## config.mk

```make
export PLATFORM = sky130hd
export DESIGN_NAME = preemptive_priority_scheduler
export DESIGN_NICKNAME = d
export VERILOG_FILES = /design/src/hdl/pps_pkg.sv /design/src/hdl/pps_front.sv /design/src/hdl/pps_back.sv /design/src/hdl/preemptive_priority_scheduler.sv
export SDC_FILE = /design/constraint.sdc
export NUM_CORES = 1
export LEC_CHECK = 0
export BUFFER_PORTS_ARGS = -buffer_cell sky130_fd_sc_hd__buf_2
export CORE_ASPECT_RATIO = 0.6
export CORE_MARGIN = 2
export CORE_UTILIZATION = 29
export DETAILED_ROUTE_END_ITERATION = 8
export MAX_ROUTING_LAYER = met4
export PLACE_DENSITY = 0.5
export SLEW_MARGIN = 20
export SYNTH_ARGS = -nofsm -noshare
export SYNTH_HDL_FRONTEND = slang
export SYNTH_SLANG_ARGS = --single-unit
export TNS_END_PERCENT = 50
```

## constraint.sdc

```tcl
create_clock -name clk -period 13.2 [get_ports clk]
set_input_delay 1.98 -clock clk [delete_from_list [all_inputs] [get_ports clk]]
set_output_delay 1.98 -clock clk [all_outputs]
set_load 0.02 [all_outputs]
```

## src/hdl/pps_pkg.sv

```systemverilog
// Shared types and constants for the preemptive priority scheduler.
package pps_pkg;

  localparam int SLOT_W    = 4;
  localparam int ARRIVAL_W = 16;
  localparam int BURST_W   = 16;
  localparam int PRIO_W    = 7;
  localparam int TIME_W    = 24;
  localparam int COUNT_W   = 5;

  localparam logic [TIME_W-1:0]  TIME_MAX     = 24'hFF_FFFF;
  localparam logic [COUNT_W-1:0] COUNT_MAX    = 5'd31;
  localparam logic [COUNT_W-1:0] PCOUNT_RESET = 5'd16;

  // Command codes of the input channel.
  localparam logic CMD_LOAD = 1'b0;
  localparam logic CMD_TICK = 1'b1;

  // Request queue between front and back; depth must be a power of two.
  localparam int QUEUE_DEPTH = 2;
  localparam int QPTR_W      = $clog2(QUEUE_DEPTH);
  localparam int QCNT_W      = $clog2(QUEUE_DEPTH + 1);

  // Classified request as handed from front to back.
  typedef struct packed {
    logic                 is_tick;
    logic                 load_ok;
    logic [SLOT_W-1:0]    slot;
    logic [ARRIVAL_W-1:0] arrival;
    logic [BURST_W-1:0]   burst;
    logic [PRIO_W-1:0]    prio;
  } req_t;

endpackage

```

## src/hdl/pps_front.sv

```systemverilog
// Input side: accepts requests, classifies them and queues them for the back end.
module pps_front #(
  parameter int MAX_PROCESSES = 16
) (
  input  logic                            clk,
  input  logic                            rst_n,
  input  logic                            in_valid,
  output logic                            in_stall,
  input  logic                            in_command,
  input  logic [pps_pkg::SLOT_W-1:0]      in_slot,
  input  logic [pps_pkg::ARRIVAL_W-1:0]   in_arrival_time,
  input  logic [pps_pkg::BURST_W-1:0]     in_burst_length,
  input  logic [pps_pkg::PRIO_W-1:0]      in_priority_level,
  output logic                            req_valid,
  output pps_pkg::req_t                   req_head,
  input  logic                            req_pop
);

  pps_pkg::req_t                    queue_r [pps_pkg::QUEUE_DEPTH];
  logic [pps_pkg::QPTR_W-1:0]       wr_ptr_r;
  logic [pps_pkg::QPTR_W-1:0]       rd_ptr_r;
  logic [pps_pkg::QCNT_W-1:0]       count_r;
  pps_pkg::req_t                    req_new;
  logic                             push;
  logic                             pop;

  assign in_stall  = (count_r == pps_pkg::QCNT_W'(pps_pkg::QUEUE_DEPTH));
  assign push      = in_valid && !in_stall;
  assign req_valid = (count_r != '0);
  assign pop       = req_pop && req_valid;
  assign req_head  = queue_r[rd_ptr_r];

  // Loads to slots beyond the table are flagged here and dropped by the back end.
  always_comb begin
    req_new.is_tick = (in_command == pps_pkg::CMD_TICK);
    req_new.load_ok = (int'(in_slot) < MAX_PROCESSES);
    req_new.slot    = in_slot;
    req_new.arrival = in_arrival_time;
    req_new.burst   = in_burst_length;
    req_new.prio    = in_priority_level;
  end

  always_ff @(posedge clk) begin
    if (!rst_n) begin
      wr_ptr_r <= '0;
      rd_ptr_r <= '0;
      count_r  <= '0;
    end else begin
      if (push) begin
        queue_r[wr_ptr_r] <= req_new;
        wr_ptr_r          <= wr_ptr_r + pps_pkg::QPTR_W'(1);
      end
      if (pop) begin
        rd_ptr_r <= rd_ptr_r + pps_pkg::QPTR_W'(1);
      end
      if (push && !pop) begin
        count_r <= count_r + pps_pkg::QCNT_W'(1);
      end else if (pop && !push) begin
        count_r <= count_r - pps_pkg::QCNT_W'(1);
      end
    end
  end

endmodule

```

## src/hdl/pps_back.sv

```systemverilog
// Execution side: process table, sequential priority scan, time keeping and result register.
module pps_back #(
  parameter int MAX_PROCESSES = 16
) (
  input  logic                            clk,
  input  logic                            rst_n,
  input  logic                            cfg_we,
  input  logic [pps_pkg::COUNT_W-1:0]     cfg_process_count,
  input  logic                            req_valid,
  input  pps_pkg::req_t                   req_head,
  output logic                            req_pop,
  output logic                            out_valid,
  input  logic                            out_stall,
  output logic                            out_idle,
  output logic [pps_pkg::SLOT_W-1:0]      out_running_slot,
  output logic                            out_finished,
  output logic [pps_pkg::TIME_W-1:0]      out_completion_time,
  output logic [pps_pkg::TIME_W-1:0]      out_turnaround,
  output logic [pps_pkg::TIME_W-1:0]      out_waiting,
  output logic                            out_all_done
);

  localparam int IDX_W = (MAX_PROCESSES > 1) ? $clog2(MAX_PROCESSES) : 1;
  localparam int NUM_W = $clog2(MAX_PROCESSES + 1);

  typedef enum logic [1:0] {
    ST_IDLE,
    ST_SCAN,
    ST_CHARGE,
    ST_REPORT
  } state_t;

  state_t                            state_r;
  logic [pps_pkg::COUNT_W-1:0]       pcount_r;
  logic [pps_pkg::TIME_W-1:0]        time_r;
  logic [pps_pkg::COUNT_W-1:0]       done_cnt_r;

  logic [pps_pkg::ARRIVAL_W-1:0]     arrival_r [MAX_PROCESSES];
  logic [pps_pkg::BURST_W-1:0]       burst_r   [MAX_PROCESSES];
  logic [pps_pkg::BURST_W-1:0]       remain_r  [MAX_PROCESSES];
  logic [pps_pkg::PRIO_W-1:0]        prio_r    [MAX_PROCESSES];
  logic [MAX_PROCESSES-1:0]          live_r;

  logic [IDX_W-1:0]                  idx_r;
  logic                              found_r;
  logic [IDX_W-1:0]                  best_idx_r;
  logic [pps_pkg::PRIO_W-1:0]        best_prio_r;
  logic [pps_pkg::ARRIVAL_W-1:0]     best_arrival_r;
  logic [pps_pkg::BURST_W-1:0]       best_burst_r;
  logic [pps_pkg::BURST_W-1:0]       best_remain_r;
  logic                              done_r;
  logic [pps_pkg::TIME_W-1:0]        turn_r;

  logic                              out_valid_r;
  logic                              out_idle_r;
  logic [pps_pkg::SLOT_W-1:0]        out_slot_r;
  logic                              out_finished_r;
  logic [pps_pkg::TIME_W-1:0]        out_time_r;
  logic [pps_pkg::TIME_W-1:0]        out_turn_r;
  logic [pps_pkg::TIME_W-1:0]        out_wait_r;
  logic                              out_all_done_r;

  logic [NUM_W-1:0]                  active_num;
  logic                              scan_last;
  logic                              eligible;
  logic                              better;
  logic [IDX_W-1:0]                  load_idx;
  logic [pps_pkg::TIME_W-1:0]        time_nxt;
  logic [pps_pkg::TIME_W-1:0]        burst_ext;
  logic [pps_pkg::TIME_W-1:0]        wait_val;
  logic                              out_free;

  // Only slots below min(process_count, table size) take part.
  always_comb begin
    if (int'(pcount_r) < MAX_PROCESSES) begin
      active_num = NUM_W'(pcount_r);
    end else begin
      active_num = NUM_W'(MAX_PROCESSES);
    end
  end

  assign scan_last = (NUM_W'(idx_r) + NUM_W'(1) == active_num);
  assign eligible  = live_r[idx_r] &&
                     (pps_pkg::TIME_W'(arrival_r[idx_r]) <= time_r);
  assign better    = !found_r || (prio_r[idx_r] < best_prio_r);
  assign load_idx  = IDX_W'(req_head.slot);
  assign time_nxt  = (time_r < pps_pkg::TIME_MAX) ? time_r + pps_pkg::TIME_W'(1) : time_r;
  assign burst_ext = pps_pkg::TIME_W'(best_burst_r);
  // Waiting clamps at zero once time has saturated.
  assign wait_val  = (turn_r > burst_ext) ? turn_r - burst_ext : '0;
  assign out_free  = !out_valid_r || !out_stall;
  assign req_pop   = (state_r == ST_IDLE) && req_valid;

  always_ff @(posedge clk) begin
    if (!rst_n) begin
      state_r     <= ST_IDLE;
      pcount_r    <= pps_pkg::PCOUNT_RESET;
      time_r      <= '0;
      done_cnt_r  <= '0;
      live_r      <= '0;
      out_valid_r <= 1'b0;
    end else begin
      if (cfg_we) begin
        pcount_r <= cfg_process_count;
      end
      // Drop an accepted result unless a new one replaces it this cycle.
      if (out_valid_r && !out_stall && (state_r != ST_REPORT)) begin
        out_valid_r <= 1'b0;
      end

      unique case (state_r)
        ST_IDLE: begin
          if (req_valid) begin
            if (req_head.is_tick) begin
              idx_r   <= '0;
              found_r <= 1'b0;
              state_r <= (active_num == '0) ? ST_CHARGE : ST_SCAN;
            end else if (req_head.load_ok) begin
              arrival_r[load_idx] <= req_head.arrival;
              burst_r[load_idx]   <= req_head.burst;
              remain_r[load_idx]  <= req_head.burst;
              prio_r[load_idx]    <= req_head.prio;
              live_r[load_idx]    <= (req_head.burst != '0);
            end
          end
        end
        ST_SCAN: begin
          // Strict compare keeps the lowest slot on equal priority.
          if (eligible && better) begin
            found_r        <= 1'b1;
            best_idx_r     <= idx_r;
            best_prio_r    <= prio_r[idx_r];
            best_arrival_r <= arrival_r[idx_r];
            best_burst_r   <= burst_r[idx_r];
            best_remain_r  <= remain_r[idx_r];
          end
          idx_r <= idx_r + IDX_W'(1);
          if (scan_last) begin
            state_r <= ST_CHARGE;
          end
        end
        ST_CHARGE: begin
          time_r <= time_nxt;
          done_r <= 1'b0;
          turn_r <= '0;
          if (found_r) begin
            remain_r[best_idx_r] <= best_remain_r - pps_pkg::BURST_W'(1);
            if (best_remain_r == pps_pkg::BURST_W'(1)) begin
              live_r[best_idx_r] <= 1'b0;
              done_r             <= 1'b1;
              turn_r             <= time_nxt - pps_pkg::TIME_W'(best_arrival_r);
              if (done_cnt_r < pps_pkg::COUNT_MAX) begin
                done_cnt_r <= done_cnt_r + pps_pkg::COUNT_W'(1);
              end
            end
          end
          state_r <= ST_REPORT;
        end
        ST_REPORT: begin
          // Hold until the result register is free.
          if (out_free) begin
            out_valid_r    <= 1'b1;
            out_idle_r     <= !found_r;
            out_slot_r     <= found_r ? pps_pkg::SLOT_W'(best_idx_r) : '0;
            out_finished_r <= done_r;
            out_time_r     <= time_r;
            out_turn_r     <= turn_r;
            out_wait_r     <= done_r ? wait_val : '0;
            out_all_done_r <= (done_cnt_r >= pcount_r);
            state_r        <= ST_IDLE;
          end
        end
        default: begin
          state_r <= ST_IDLE;
        end
      endcase
    end
  end

  assign out_valid           = out_valid_r;
  assign out_idle            = out_idle_r;
  assign out_running_slot    = out_slot_r;
  assign out_finished        = out_finished_r;
  assign out_completion_time = out_time_r;
  assign out_turnaround      = out_turn_r;
  assign out_waiting         = out_wait_r;
  assign out_all_done        = out_all_done_r;

endmodule

```

## src/hdl/preemptive_priority_scheduler.sv

```systemverilog
// Preemptive priority scheduler: top level joining the request front end and the execution back end.
//
// Usage: the in_ channel carries requests. in_command selects a load, which writes
// one process slot (arrival, burst, priority) and gives no result, or a tick, which
// advances time by one, charges one unit of work to the eligible slot of lowest
// priority value (lowest slot on a tie) and gives exactly one result on out_.
// cfg_we with cfg_process_count sets how many slots take part; write it while idle.
// Requests enter a two-deep queue, so in_stall rises only when it is full.
// A load is handled by the back end in its dispatch state alone. A tick passes
// through dispatch, a priority scan over the process table that visits slots 0 to
// N-1 in turn, N being min(process_count, MAX_PROCESSES), a charge step and a
// report step that registers the result; the back end takes no new request until then.
// While out_stall is high a valid result stays in the result register and the back end
// waits with the next result; the queue keeps taking requests until full.
// Reset (rst_n low at a clock edge) empties the queue, clears time, the completion
// count and all remaining work, and sets process_count to 16.
module preemptive_priority_scheduler #(
  parameter int MAX_PROCESSES = 16
) (
  input  logic                            clk,
  input  logic                            rst_n,
  input  logic                            cfg_we,
  input  logic [pps_pkg::COUNT_W-1:0]     cfg_process_count,
  input  logic                            in_valid,
  output logic                            in_stall,
  input  logic                            in_command,
  input  logic [pps_pkg::SLOT_W-1:0]      in_slot,
  input  logic [pps_pkg::ARRIVAL_W-1:0]   in_arrival_time,
  input  logic [pps_pkg::BURST_W-1:0]     in_burst_length,
  input  logic [pps_pkg::PRIO_W-1:0]      in_priority_level,
  output logic                            out_valid,
  input  logic                            out_stall,
  output logic                            out_idle,
  output logic [pps_pkg::SLOT_W-1:0]      out_running_slot,
  output logic                            out_finished,
  output logic [pps_pkg::TIME_W-1:0]      out_completion_time,
  output logic [pps_pkg::TIME_W-1:0]      out_turnaround,
  output logic [pps_pkg::TIME_W-1:0]      out_waiting,
  output logic                            out_all_done
);

  logic          req_valid;
  pps_pkg::req_t req_head;
  logic          req_pop;

  pps_front #(
    .MAX_PROCESSES(MAX_PROCESSES)
  ) u_front (
    .clk              (clk),
    .rst_n            (rst_n),
    .in_valid         (in_valid),
    .in_stall         (in_stall),
    .in_command       (in_command),
    .in_slot          (in_slot),
    .in_arrival_time  (in_arrival_time),
    .in_burst_length  (in_burst_length),
    .in_priority_level(in_priority_level),
    .req_valid        (req_valid),
    .req_head         (req_head),
    .req_pop          (req_pop)
  );

  pps_back #(
    .MAX_PROCESSES(MAX_PROCESSES)
  ) u_back (
    .clk                (clk),
    .rst_n              (rst_n),
    .cfg_we             (cfg_we),
    .cfg_process_count  (cfg_process_count),
    .req_valid          (req_valid),
    .req_head           (req_head),
    .req_pop            (req_pop),
    .out_valid          (out_valid),
    .out_stall          (out_stall),
    .out_idle           (out_idle),
    .out_running_slot   (out_running_slot),
    .out_finished       (out_finished),
    .out_completion_time(out_completion_time),
    .out_turnaround     (out_turnaround),
    .out_waiting        (out_waiting),
    .out_all_done       (out_all_done)
  );

endmodule
```

# ---- Word-level counts from Yosys, hierarchy flattened
# Memories as Yosys holds them, arrays and structs flattened. A register that Yosys moved wholly into a read port is not among the register bits.
# Index checks and enable logic that the tools add are counted.
dict set report word_totals {
  reg_bits 193
  ram_bits 968
  input_bits 54
  output_inout_bits 81
  elab_cells 160
  n_memories 5
}
dict set report op_classes {
  add_sub_neg 11
  n_lt_le_gt_ge 12
  n_eq_ne 16
  n_mux 54
  n_bitwise 2
  n_reduce_logical 37
}
# memory depth width rd rd_ports_with_merged_regs write_ports line_no
set memory_table {}
lappend memory_table {u_back.arrival_r 16 16 1 1 1 pps_back.sv:38} ;# logic [pps_pkg::ARRIVAL_W-1:0] arrival_r [MAX_PROCESSES];
lappend memory_table {u_back.burst_r 16 16 1 1 1 pps_back.sv:39} ;# logic [pps_pkg::BURST_W-1:0] burst_r [MAX_PROCESSES];
lappend memory_table {u_back.remain_r 16 16 1 1 1 pps_back.sv:40} ;# logic [pps_pkg::BURST_W-1:0] remain_r [MAX_PROCESSES];
lappend memory_table {u_back.prio_r 16 7 1 1 1 pps_back.sv:41} ;# logic [pps_pkg::PRIO_W-1:0] prio_r [MAX_PROCESSES];
lappend memory_table {u_front.queue_r 2 44 1 1 1 pps_front.sv:19} ;# pps_pkg::req_t queue_r [pps_pkg::QUEUE_DEPTH];
# cell count
set op_table {}
lappend op_table {{$mux 16} 6}
lappend op_table {{$sub 24x16->24} 2}
lappend op_table {{$pmux 16 s2} 1}
lappend op_table {{$mux 1} 26}
lappend op_table {{$add 24x1->24 const B} 1}
lappend op_table {{$gt 24x16->1} 1}
lappend op_table {{$le 16x24->1} 1}
lappend op_table {{$lt 24x24->1 const B} 1}
lappend op_table {{$mux 24} 1}
lappend op_table {{$mux 4} 5}
lappend op_table {{$and 16x16->16} 1}
lappend op_table {{$bwmux 16} 1}
lappend op_table {{$eq 16x1->1 const B} 1}
lappend op_table {{$not 16->16} 1}
lappend op_table {{$reduce_bool 16->1} 1}
lappend op_table {{$reduce_or 16->1} 1}
lappend op_table {{$sub 16x1->16 const B} 1}
lappend op_table {{$lt 4x5->1 const B} 3}
lappend op_table {{$mux 2} 7}
lappend op_table {{$ne 2x1->1 const B} 6}
lappend op_table {{$reduce_and 4->1} 3}
lappend op_table {{$logic_and 1x1->1} 11}
lappend op_table {{$lt 5x5->1 const B} 2}
lappend op_table {{$demux 1 s4} 2}
lappend op_table {{27 further kinds} 46}

# ---- Logic depth before layout (Yosys ltp)
# Gate-level depths: netlist of the first run.
dict set report logic_depth {
  word_depth 9
  depth_mapped 19
  depth_no_buf 17
}

# ---- By module
# A second synthesis of the first run with hierarchy kept.
dict set report hier_totals {
  cells_unflattened 2817
  hier_area_um2 48886.9
}
# mod n_inst cells_each area_per_inst_um2 seq_area_each_um2
set modules_own_cells {}
lappend modules_own_cells {pps_back 1 2653 45474.9 32611.3}
lappend modules_own_cells {pps_front 1 164 3412.0 2742.6}

# ---- Worst setup path after synthesis of the first run
# OpenSTA, ideal clock, no wires.
dict set report synth_path {
  path_kind {input -> register}
  from {in rst_n}
  to {reg u_back.out_all_done_r (netlist: u_back.out_all_done), enable pin}
  setup_ns 0.543
  arrival_ns 6.388
  required_time_ns 12.657
  path_slack_ns 6.269
  path_stages 4
  path_buffers 2
  path_cell_list {clkbuf_1 > clkbuf_1 > nand2_1 > a21oi_1}
}
dict set report synth_between {
  elab_chain_cells 1
}
# element line_no
set synth_lines {}
lappend synth_lines {{from (decl)} preemptive_priority_scheduler.sv:21} ;# input logic rst_n,
lappend synth_lines {{$reduce_and 3->1 (no source line)} n/a}
lappend synth_lines {{to (signal assigned)} pps_back.sv:169} ;# out_all_done_r <= (done_cnt_r >= pcount_r);
lappend synth_lines {{to (decl)} pps_back.sv:61} ;# logic out_all_done_r;
# No other way between the ends.
# A chain may end at the register's enable or synchronous reset.

==> key figures, run 1 <==
Routing
  – Initial DRC Count: 2848
  – Routed Antenna Nets: 0
  – First-pass DRT Iterations: 6
  – DR WL/cell: 25.5 um
  – Number of vias per cell: 4.97
  – Final wirelength: 135000 um
  – DR vias: 26455
  – DRC Markers: 0

Synthesis
  – Post-synth EDFFs: 1136
  – Synth area leader: edfxtp_1
  – Sequential fraction of the synthesis area: 72.6%
  – Cells after synthesis: 2810
  – Mapped Avg Cell Area: 17.3 um2
  – Area contributors post-synth: edfxtp_1, mux4_2, dfxtp_1, mux2i_1, ha_1
  – Cell area after synthesis: 0.0487 mm2
  – Dominant synthesized flop cell: edfxtp_1
  – Post-synth top area share: 70.1%
  – Flops & latches, synth: 1198
  – Asr flop ratio synth: 0%
  – Yosys cell types: 71
  – Synth Net Count: 2935
  – Ys Warns: 0

Critical path
  – Setup CP Type: reg -> reg
  – CP cell instances: buf_4 > mux4_2 > mux4_2 > ha_1 > a21o_1 > a21o_1 > a21oi_1 > o21ai_0 > o31ai_1 > o311a_1 > and3_4
  – R2r setup slk: 6.86 ns
  – CP Capture Type: flip-flop
  – Buffers plus inverters on the worst setup path: 1
  – Critical path depth: 11
  – R2R Path End: u_back.best_burst_r[4]
  – CP delay by family, top: compound AO/OA/AOI/OAI gates
  – Max stage delay on crit path: 0.95 ns
  – Reg2reg path depth: 11
  – CP max FO: 59
  – Slowest stage cell, crit path: dfxtp_4
  – Startpoint Class: flip-flop
  – Critical Path RT: 13.50 ns
  – Arrival @ worst endpoint: 6.65 ns

Run
  – MaxCap Viol Count: 0

Timing
  – Worst setup margin: 6.86 ns
  – Slew at the pin with the worst max-slew slack: 1.24 ns
  – Final critical-path required period: 6.34 ns
  – Hold Vio Cnt, Final: 0
  – Setup violators final: 0
  – Setup TNS: 0 ns
  – Hold WS: 0.480 ns
  – Fin. max-slew vios: 0
  – Fmax: 158 MHz
  – Unrepaired setup endpoints after global routing: false
  – Worst slew margin: 17.0%
  – Final worst-path cycle share: 48.1%
  – Worst Skew: 0.0465 ns

Hold path
  – Worst Hold Endpoint: u_back.out_turnaround[2]
  – Hold Startpoint: u_back.turn_r[2]
  – Hold Crit Class: reg -> reg
  – Cell depth of the worst min-delay path: 0

Placement
  – IO Port Bufs: 134
  – Setup WS pre-CTS: 6.77 ns
  – Placed instance area: 0.0523 mm2
  – Placed Cells: 5113
  – Post-detail-place hpwl: 85000 um
  – GP Congestion: 0.885

Clock tree
  – Latest clock arrival within the worst-skew pair: 0.72 ns
  – CTS resizes: 0
  – H-tree levels: 3
  – Postcts setup bufs: 0
  – CTS tree: yes
  – Root Buffer: clkbuf_16
  – Clk slew on worst S/H paths: 0.06 ns
  – Num CTS Buffers: 107
  – Clock Sinks: 1198
  – Hold Buf Count CTS: 0
  – CTS Buffer Depth: 3

Die
  – Initial cell density of the core: 29.2%
  – FP Rows: 116
  – Core Area: 0.167 mm2
  – Die X: 533 um
  – Die height: 321 um
  – I/O pin cnt: 135
  – Die area: 0.171 mm2

Status
  – Status: finished clean

Pwr
  – Comb power frac: 22.1%
  – Clock power share: 31.4%
  – Sw frac: 29.7%
  – Cell internal pwr: 7.04 mW
  – Static Leak: 18.0 nW
  – NetSw: 2.97 mW
  – Worst VDD drop: 0.0984 mV
  – Share of power burned in registers: 46.5%
  – Power Density: 179 mW/mm2

Layout
  – Finished Cell Area: 0.0558 mm2
  – Layout area overhead: 14.7%
  – Fin nets: 3106
  – Fraction of layout cells with a size suffix above 1: 21.2%
  – Non-Filler Instances: 5318

GRT
  – Largest net degree at the start of global routing: 68
  – Vias in the first global route: 25448
  – Initial antenna violation count: 12
  – First-pass GRT wire length: 191000 um
  – Tot GR Track Use: 15.9%
  – Overflow after GRT: 0
## cell families (layout without fill, tap and decap cells)
kind of cell,count (synthesis),in the layout,share of synthesized area [%]
DFF,1198,1198,72.6
and+or+nand+nor,487,487,4.75
AOI/OAI and AO/OA,403,403,5.34
muxes,367,367,12.4
buffers and inverters,205,468,1.61
xor gates and xnor gates,79,79,1.42
adders and majority gates,71,71,1.86
other,0,3,0
## sequential cells by signal, indices dropped and copies added (netlist names), 5 cells and up, named ones only
register / cells
u_back.arrival_r: 256
u_back.best_arrival_r: 16
u_back.best_burst_r: 16
u_back.best_prio_r: 7
u_back.best_remain_r: 16
u_back.burst_r: 256
u_back.done_cnt_r: 5
u_back.live_r: 16
u_back.out_completion_time: 24
u_back.out_turnaround: 24
u_back.out_waiting: 24
u_back.pcount_r: 5
u_back.prio_r: 112
u_back.remain_r: 256
u_back.time_r: 24
u_back.turn_r: 24
u_front.queue_r: 88
## cell usage in the layout (no fill, tap or decap), types with 12 or more instances in the layout
| cell type | count |
|---|---|
| nand2_1 | 117 |
| clkinv_1 | 28 |
| a21oi_1 | 96 |
| nor3_1 | 42 |
| ha_1 | 69 |
| nand3_1 | 31 |
| nor2b_1 | 15 |
| clkbuf_1 | 27 |
| a22o_1 | 13 |
| or3_1 | 20 |
| edfxtp_1 | 1136 |
| mux2i_1 | 119 |
| a21o_1 | 13 |
| mux4_2 | 181 |
| xnor2_1 | 51 |
| nor2_4 | 17 |
| dfxtp_1 | 58 |
| xor2_1 | 28 |
| o211ai_1 | 12 |
| clkbuf_16 | 110 |
| mux2_2 | 67 |
| a22oi_1 | 49 |
| a221oi_1 | 35 |
| inv_1 | 83 |
| nor2_2 | 17 |
| nor4_1 | 12 |
| nor2_1 | 131 |
| buf_4 | 48 |
| o21ai_0 | 100 |
| clkinv_2 | 15 |
| buf_2 | 134 |
| nand4_1 | 20 |
## routing by layer
metal | part of all wire [%] | track usage, % | wire length (um)
met5 | 0 | - | 0
met4 | 1.5 | 2.79 | 2060
met3 | 7.2 | 3.03 | 9690
met2 | 41 | 21.4 | 55000
met1 | 51 | 24.8 | 68700
## stage by stage
| stage | power, mW | util, % |
|---|---|---|
| 6_report | 10.0 | 33.5 |
| 4_1_cts | 10.1 | 33.5 |
| 3_3_place_gp | 6.94 | 31.4 |
| 3_5_place_dp | 6.95 | 31.4 |
| 5_1_grt | 10.4 | 33.5 |
| 2_1_floorplan | 6.08 | - |
## power groups by stage
stage               Combinational [mW]  Clock, mW  Sequential (mW)
floorplan                         1.43          0             4.65
global placement                  2.20          0             4.74
detailed placement                2.20          0             4.74
CTS                               2.21       3.21             4.66
global route                      2.38       3.36             4.67
finish                            2.22       3.14             4.66
## area by class of cell
type / count / area, um2
clock inverter: 64 / 621
sequential: 1198 / 35400
multi-input combinational: 1407 / 12800
clock buffer: 137 / 2850
antenna: 3 / 7.51
tap: 2242 / 2810
fill: 15917 / 111000
inverter: 84 / 315
timing repair buffer: 183 / 1040
## worst max-delay path by stage
stage                    from                      to  slack [ns]
floorplan               rst_n     u_back.out_all_done        6.27
global placement    flip-flop  u_back.best_burst_r[1]        6.83
detailed placement  flip-flop  u_back.best_burst_r[3]        6.77
CTS                 flip-flop  u_back.best_burst_r[4]        6.73
global route        flip-flop  u_back.best_burst_r[1]        6.41
finish              flip-flop  u_back.best_burst_r[4]        6.86
## synthesized netlist by cell type (7+ instances only)
cell / instances
a21o_1: 13
nor4_1: 12
nor2_1: 165
nand4_1: 20
o211ai_1: 12
mux2_2: 67
or4_1: 7
a22oi_1: 49
nand3_1: 31
xor2_1: 28
ha_1: 69
edfxtp_1: 1136
buf_1: 25
nand2_1: 117
nor3_1: 43
and3_1: 11
o21a_1: 10
xnor2_1: 51
a22o_1: 13
clkbuf_1: 93
and2_1: 12
a21oi_1: 111
o21ai_0: 100
nand2b_1: 10
or3_1: 20
nor2b_1: 16
dfxtp_1: 62
a31oi_1: 9
mux2i_1: 119
inv_1: 83
mux4_2: 181
a221oi_1: 35
## worst reg2reg max path, cell delays in order (launching register included)
cell and delay, ns:
dfxtp_4 0.95, buf_4 0.88, mux4_2 0.70, mux4_2 0.55, ha_1 0.33, a21o_1 0.16
a21o_1 0.18, a21oi_1 0.22, o21ai_0 0.18, o31ai_1 0.60, o311a_1 0.31, and3_4 0.83
(Power assumes the default switching activity.)
==> run 2, diff against run 1 <==
Settings changed: PLACE_DENSITY 0.5 to 0.52.
Clock period 13.2 ns to 5.1 ns, I/O delays scaled along.
==> key figures, run 2 (synthesized netlist as in run 1, its figures left out) <==
Layout
  – Most common cell after layout, fill and taps aside: edfxtp_1
  – Layout area overhead: 16.2%
  – Fin nets: 3154 (+1.5%)
  – Fin util: 33.9% (+0.43 points)
  – Most frequent cells in the layout: edfxtp_1, mux4_2, buf_2, nor2_1, mux2i_1
  – Fraction of layout cells with a size suffix above 1: 23.1% (+1.8 points)
  – Biggest regs: u_back.arrival_r x256, u_back.burst_r x256, u_back.remain_r x256

Die
  – I/O pin cnt: 135 (unchanged)
  – Die height: 321 um (unchanged)
  – Die X: 533 um (unchanged)
  – Die area: 0.171 mm2 (unchanged)
  – Core Area: 0.167 mm2 (unchanged)
  – Initial cell density of the core: 29.2% (unchanged)
  – FP Rows: 116 (unchanged)

Routing
  – First-pass DRT Iterations: 5 (-1)
  – DRC Markers: 0 (unchanged)
  – DR WL/cell: 24.6 um (-3.3%)
  – Final wirelength: 132000 um (-2.5%)
  – Routed Antenna Nets: 0 (unchanged)
  – Initial DRC Count: 2877 (+1.0%)
  – DR vias: 26527 (+0.27%)
  – Number of vias per cell: 4.94 (-0.62%)

GRT
  – Initial antenna violation count: 13 (+1)
  – Largest net degree at the start of global routing: 93 (+37%)
  – Vias in the first global route: 25431 (-0.067%)
  – First-pass GRT wire length: 188000 um (-1.5%)
  – Tot GR Track Use: 15.7% (-0.26 points)
  – Overflow after GRT: 0 (unchanged)

Critical path
  – CP max FO: 6 (-90%)
  – Critical Path RT: 5.66 ns (-7.84 ns)
  – Startpoint Class: flip-flop
  – Setup CP Type: reg -> reg
  – CP cell instances: ha_1 > nand3_1 > or4_1 > nor3_4 > nor2_1 > and3_1 > xnor2_1 > ha_1 > a211oi_1 > o21bai_1 > o211ai_1 > o211ai_1 > and2_1 > or3_1 > a21oi_1
  – Max stage delay on crit path: 0.58 ns (-0.37 ns)
  – CP Capture Type: flip-flop
  – Buffers plus inverters on the worst setup path: 0 (-1)
  – Slowest stage cell, crit path: or4_1
  – CP startpoint: u_back.time_r[1]
  – Reg2Reg Launch Point: u_back.time_r[1]
  – Arrival @ worst endpoint: 5.40 ns (-1.25 ns)
  – CP delay by family, top: simple AND/OR/NAND/NOR gates

Pwr
  – Static Leak: 18.4 nW (+2.2%)
  – Worst VDD drop: 0.281 mV (+190%)
  – Power Density: 462 mW/mm2 (+160%)
  – Total chip power: 26.1 mW (+160%)

Clock tree
  – H-tree levels: 3 (unchanged)
  – Clk slew on worst S/H paths: 0.07 ns (about the same)
  – Latest clock arrival within the worst-skew pair: 0.76 ns (+0.04 ns)
  – Hold Buf Count CTS: 0 (unchanged)
  – Root Buffer: clkbuf_16
  – Num CTS Buffers: 108 (+0.93%)
  – Clock Sinks: 1198 (unchanged)
  – CTS Buffer Depth: 3 (unchanged)
  – CTS tree: yes

Timing
  – Worst slew margin: 24.2% (+7.2 points)
  – Setup violators final: 0 (unchanged)
  – Worst Skew: 0.0446 ns (-0.00186 ns)
  – Fmax: 207 MHz (+31%)
  – Slew at the pin with the worst max-slew slack: 1.13 ns (-0.114 ns)
  – Fin. max-slew vios: 0 (unchanged)
  – Final critical-path required period: 4.84 ns (-1.51 ns)
  – Unrepaired setup endpoints after global routing: true
  – Final worst-path cycle share: 94.8% (+47 points)
  – Hold Vio Cnt, Final: 0 (unchanged)
  – Setup TNS: 0 ns (unchanged)

Hold path
  – Hold Crit Class: in -> reg
  – Hold Startpoint: in_arrival_time[0]

Run
  – MaxCap Viol Count: 0 (unchanged)

Status
  – Status: finished clean

Placement
  – Post-detail-place hpwl: 83600 um (-1.6%)
  – GP Congestion: 0.847 (-4.3%)
  – IO Port Bufs: 134 (unchanged)
## run 2: cell types whose count changed in the layout (fill, tap and decap cells not counted), moves of 2 or more
cell and change:
clkbuf_1 -10, clkbuf_8 +8, diode_2 +2, bufinv_16 +2
a21oi_4 -3, clkinv_4 -2, inv_4 +2, clkinv_8 +2
clkinv_1 -12, a21oi_1 +3, clkinv_2 +7, buf_4 +30
buf_12 +18, clkinvlp_4 +2
## run 2: metal layers
| metal | wire length (um) | up-vias | track usage [%] |
|---|---|---|---|
| met5 | 0 | - | - |
| met4 | 2530 | 0 | 3.23 |
| met3 | 12100 | 189 | 4.94 |
| met2 | 51800 | 983 | 19.9 |
| met1 | 65600 | 13729 | 23.9 |
| li1 | - | 11626 | - |
## run 2: repair_timing
action	CTS	global route
gates resized for setup	0	3
buffers inserted	0	0
endpoints found under the setup margin	0	6
## run 2: layout make-up
cell class / instances / area (um2)
antenna: 5 / 12.5
multi-input combinational: 1407 / 12800
clock inverter: 64 / 683
sequential: 1198 / 35400
inverter: 84 / 315
tap: 2242 / 2810
fill: 15784 / 110000
clock buffer: 136 / 2950
timing repair buffer: 230 / 1620
## run 2: final timing paths
path	endpoint	cells after the start	slack [ns]
worst max-delay path	u_back.turn_r[23]	15	0.26
worst min-delay path	u_front.queue_r[0][23]	1	0.19
worst max register to register	u_back.turn_r[23]	15	0.26
worst min register to register	u_back.out_turnaround[14]	0	0.47
## run 2: through the flow
step / worst slack, ns / hold slack [ns] / instance area [um2] / instances
floorplan: 0.0633 / 0.403 / 48700 / 2810
global placement: 0.371 / 0.466 / 52800 / 5161
detailed placement: 0.308 / 0.471 / 52800 / 5161
CTS: 0.279 / 0.133 / 56500 / 5361
global route: -0.00767 / 0.155 / 56500 / 5365
finish: 0.264 / 0.192 / 56500 / 5366
## run 2: power breakdown
| part | internal [mW] | switching (mW) | leakage, nW |
|---|---|---|---|
| Combinational | 2.18 | 3.50 | 5.86 |
| Sequential | 11.7 | 0.310 | 10.8 |
| Clock | 4.68 | 3.74 | 1.78 |
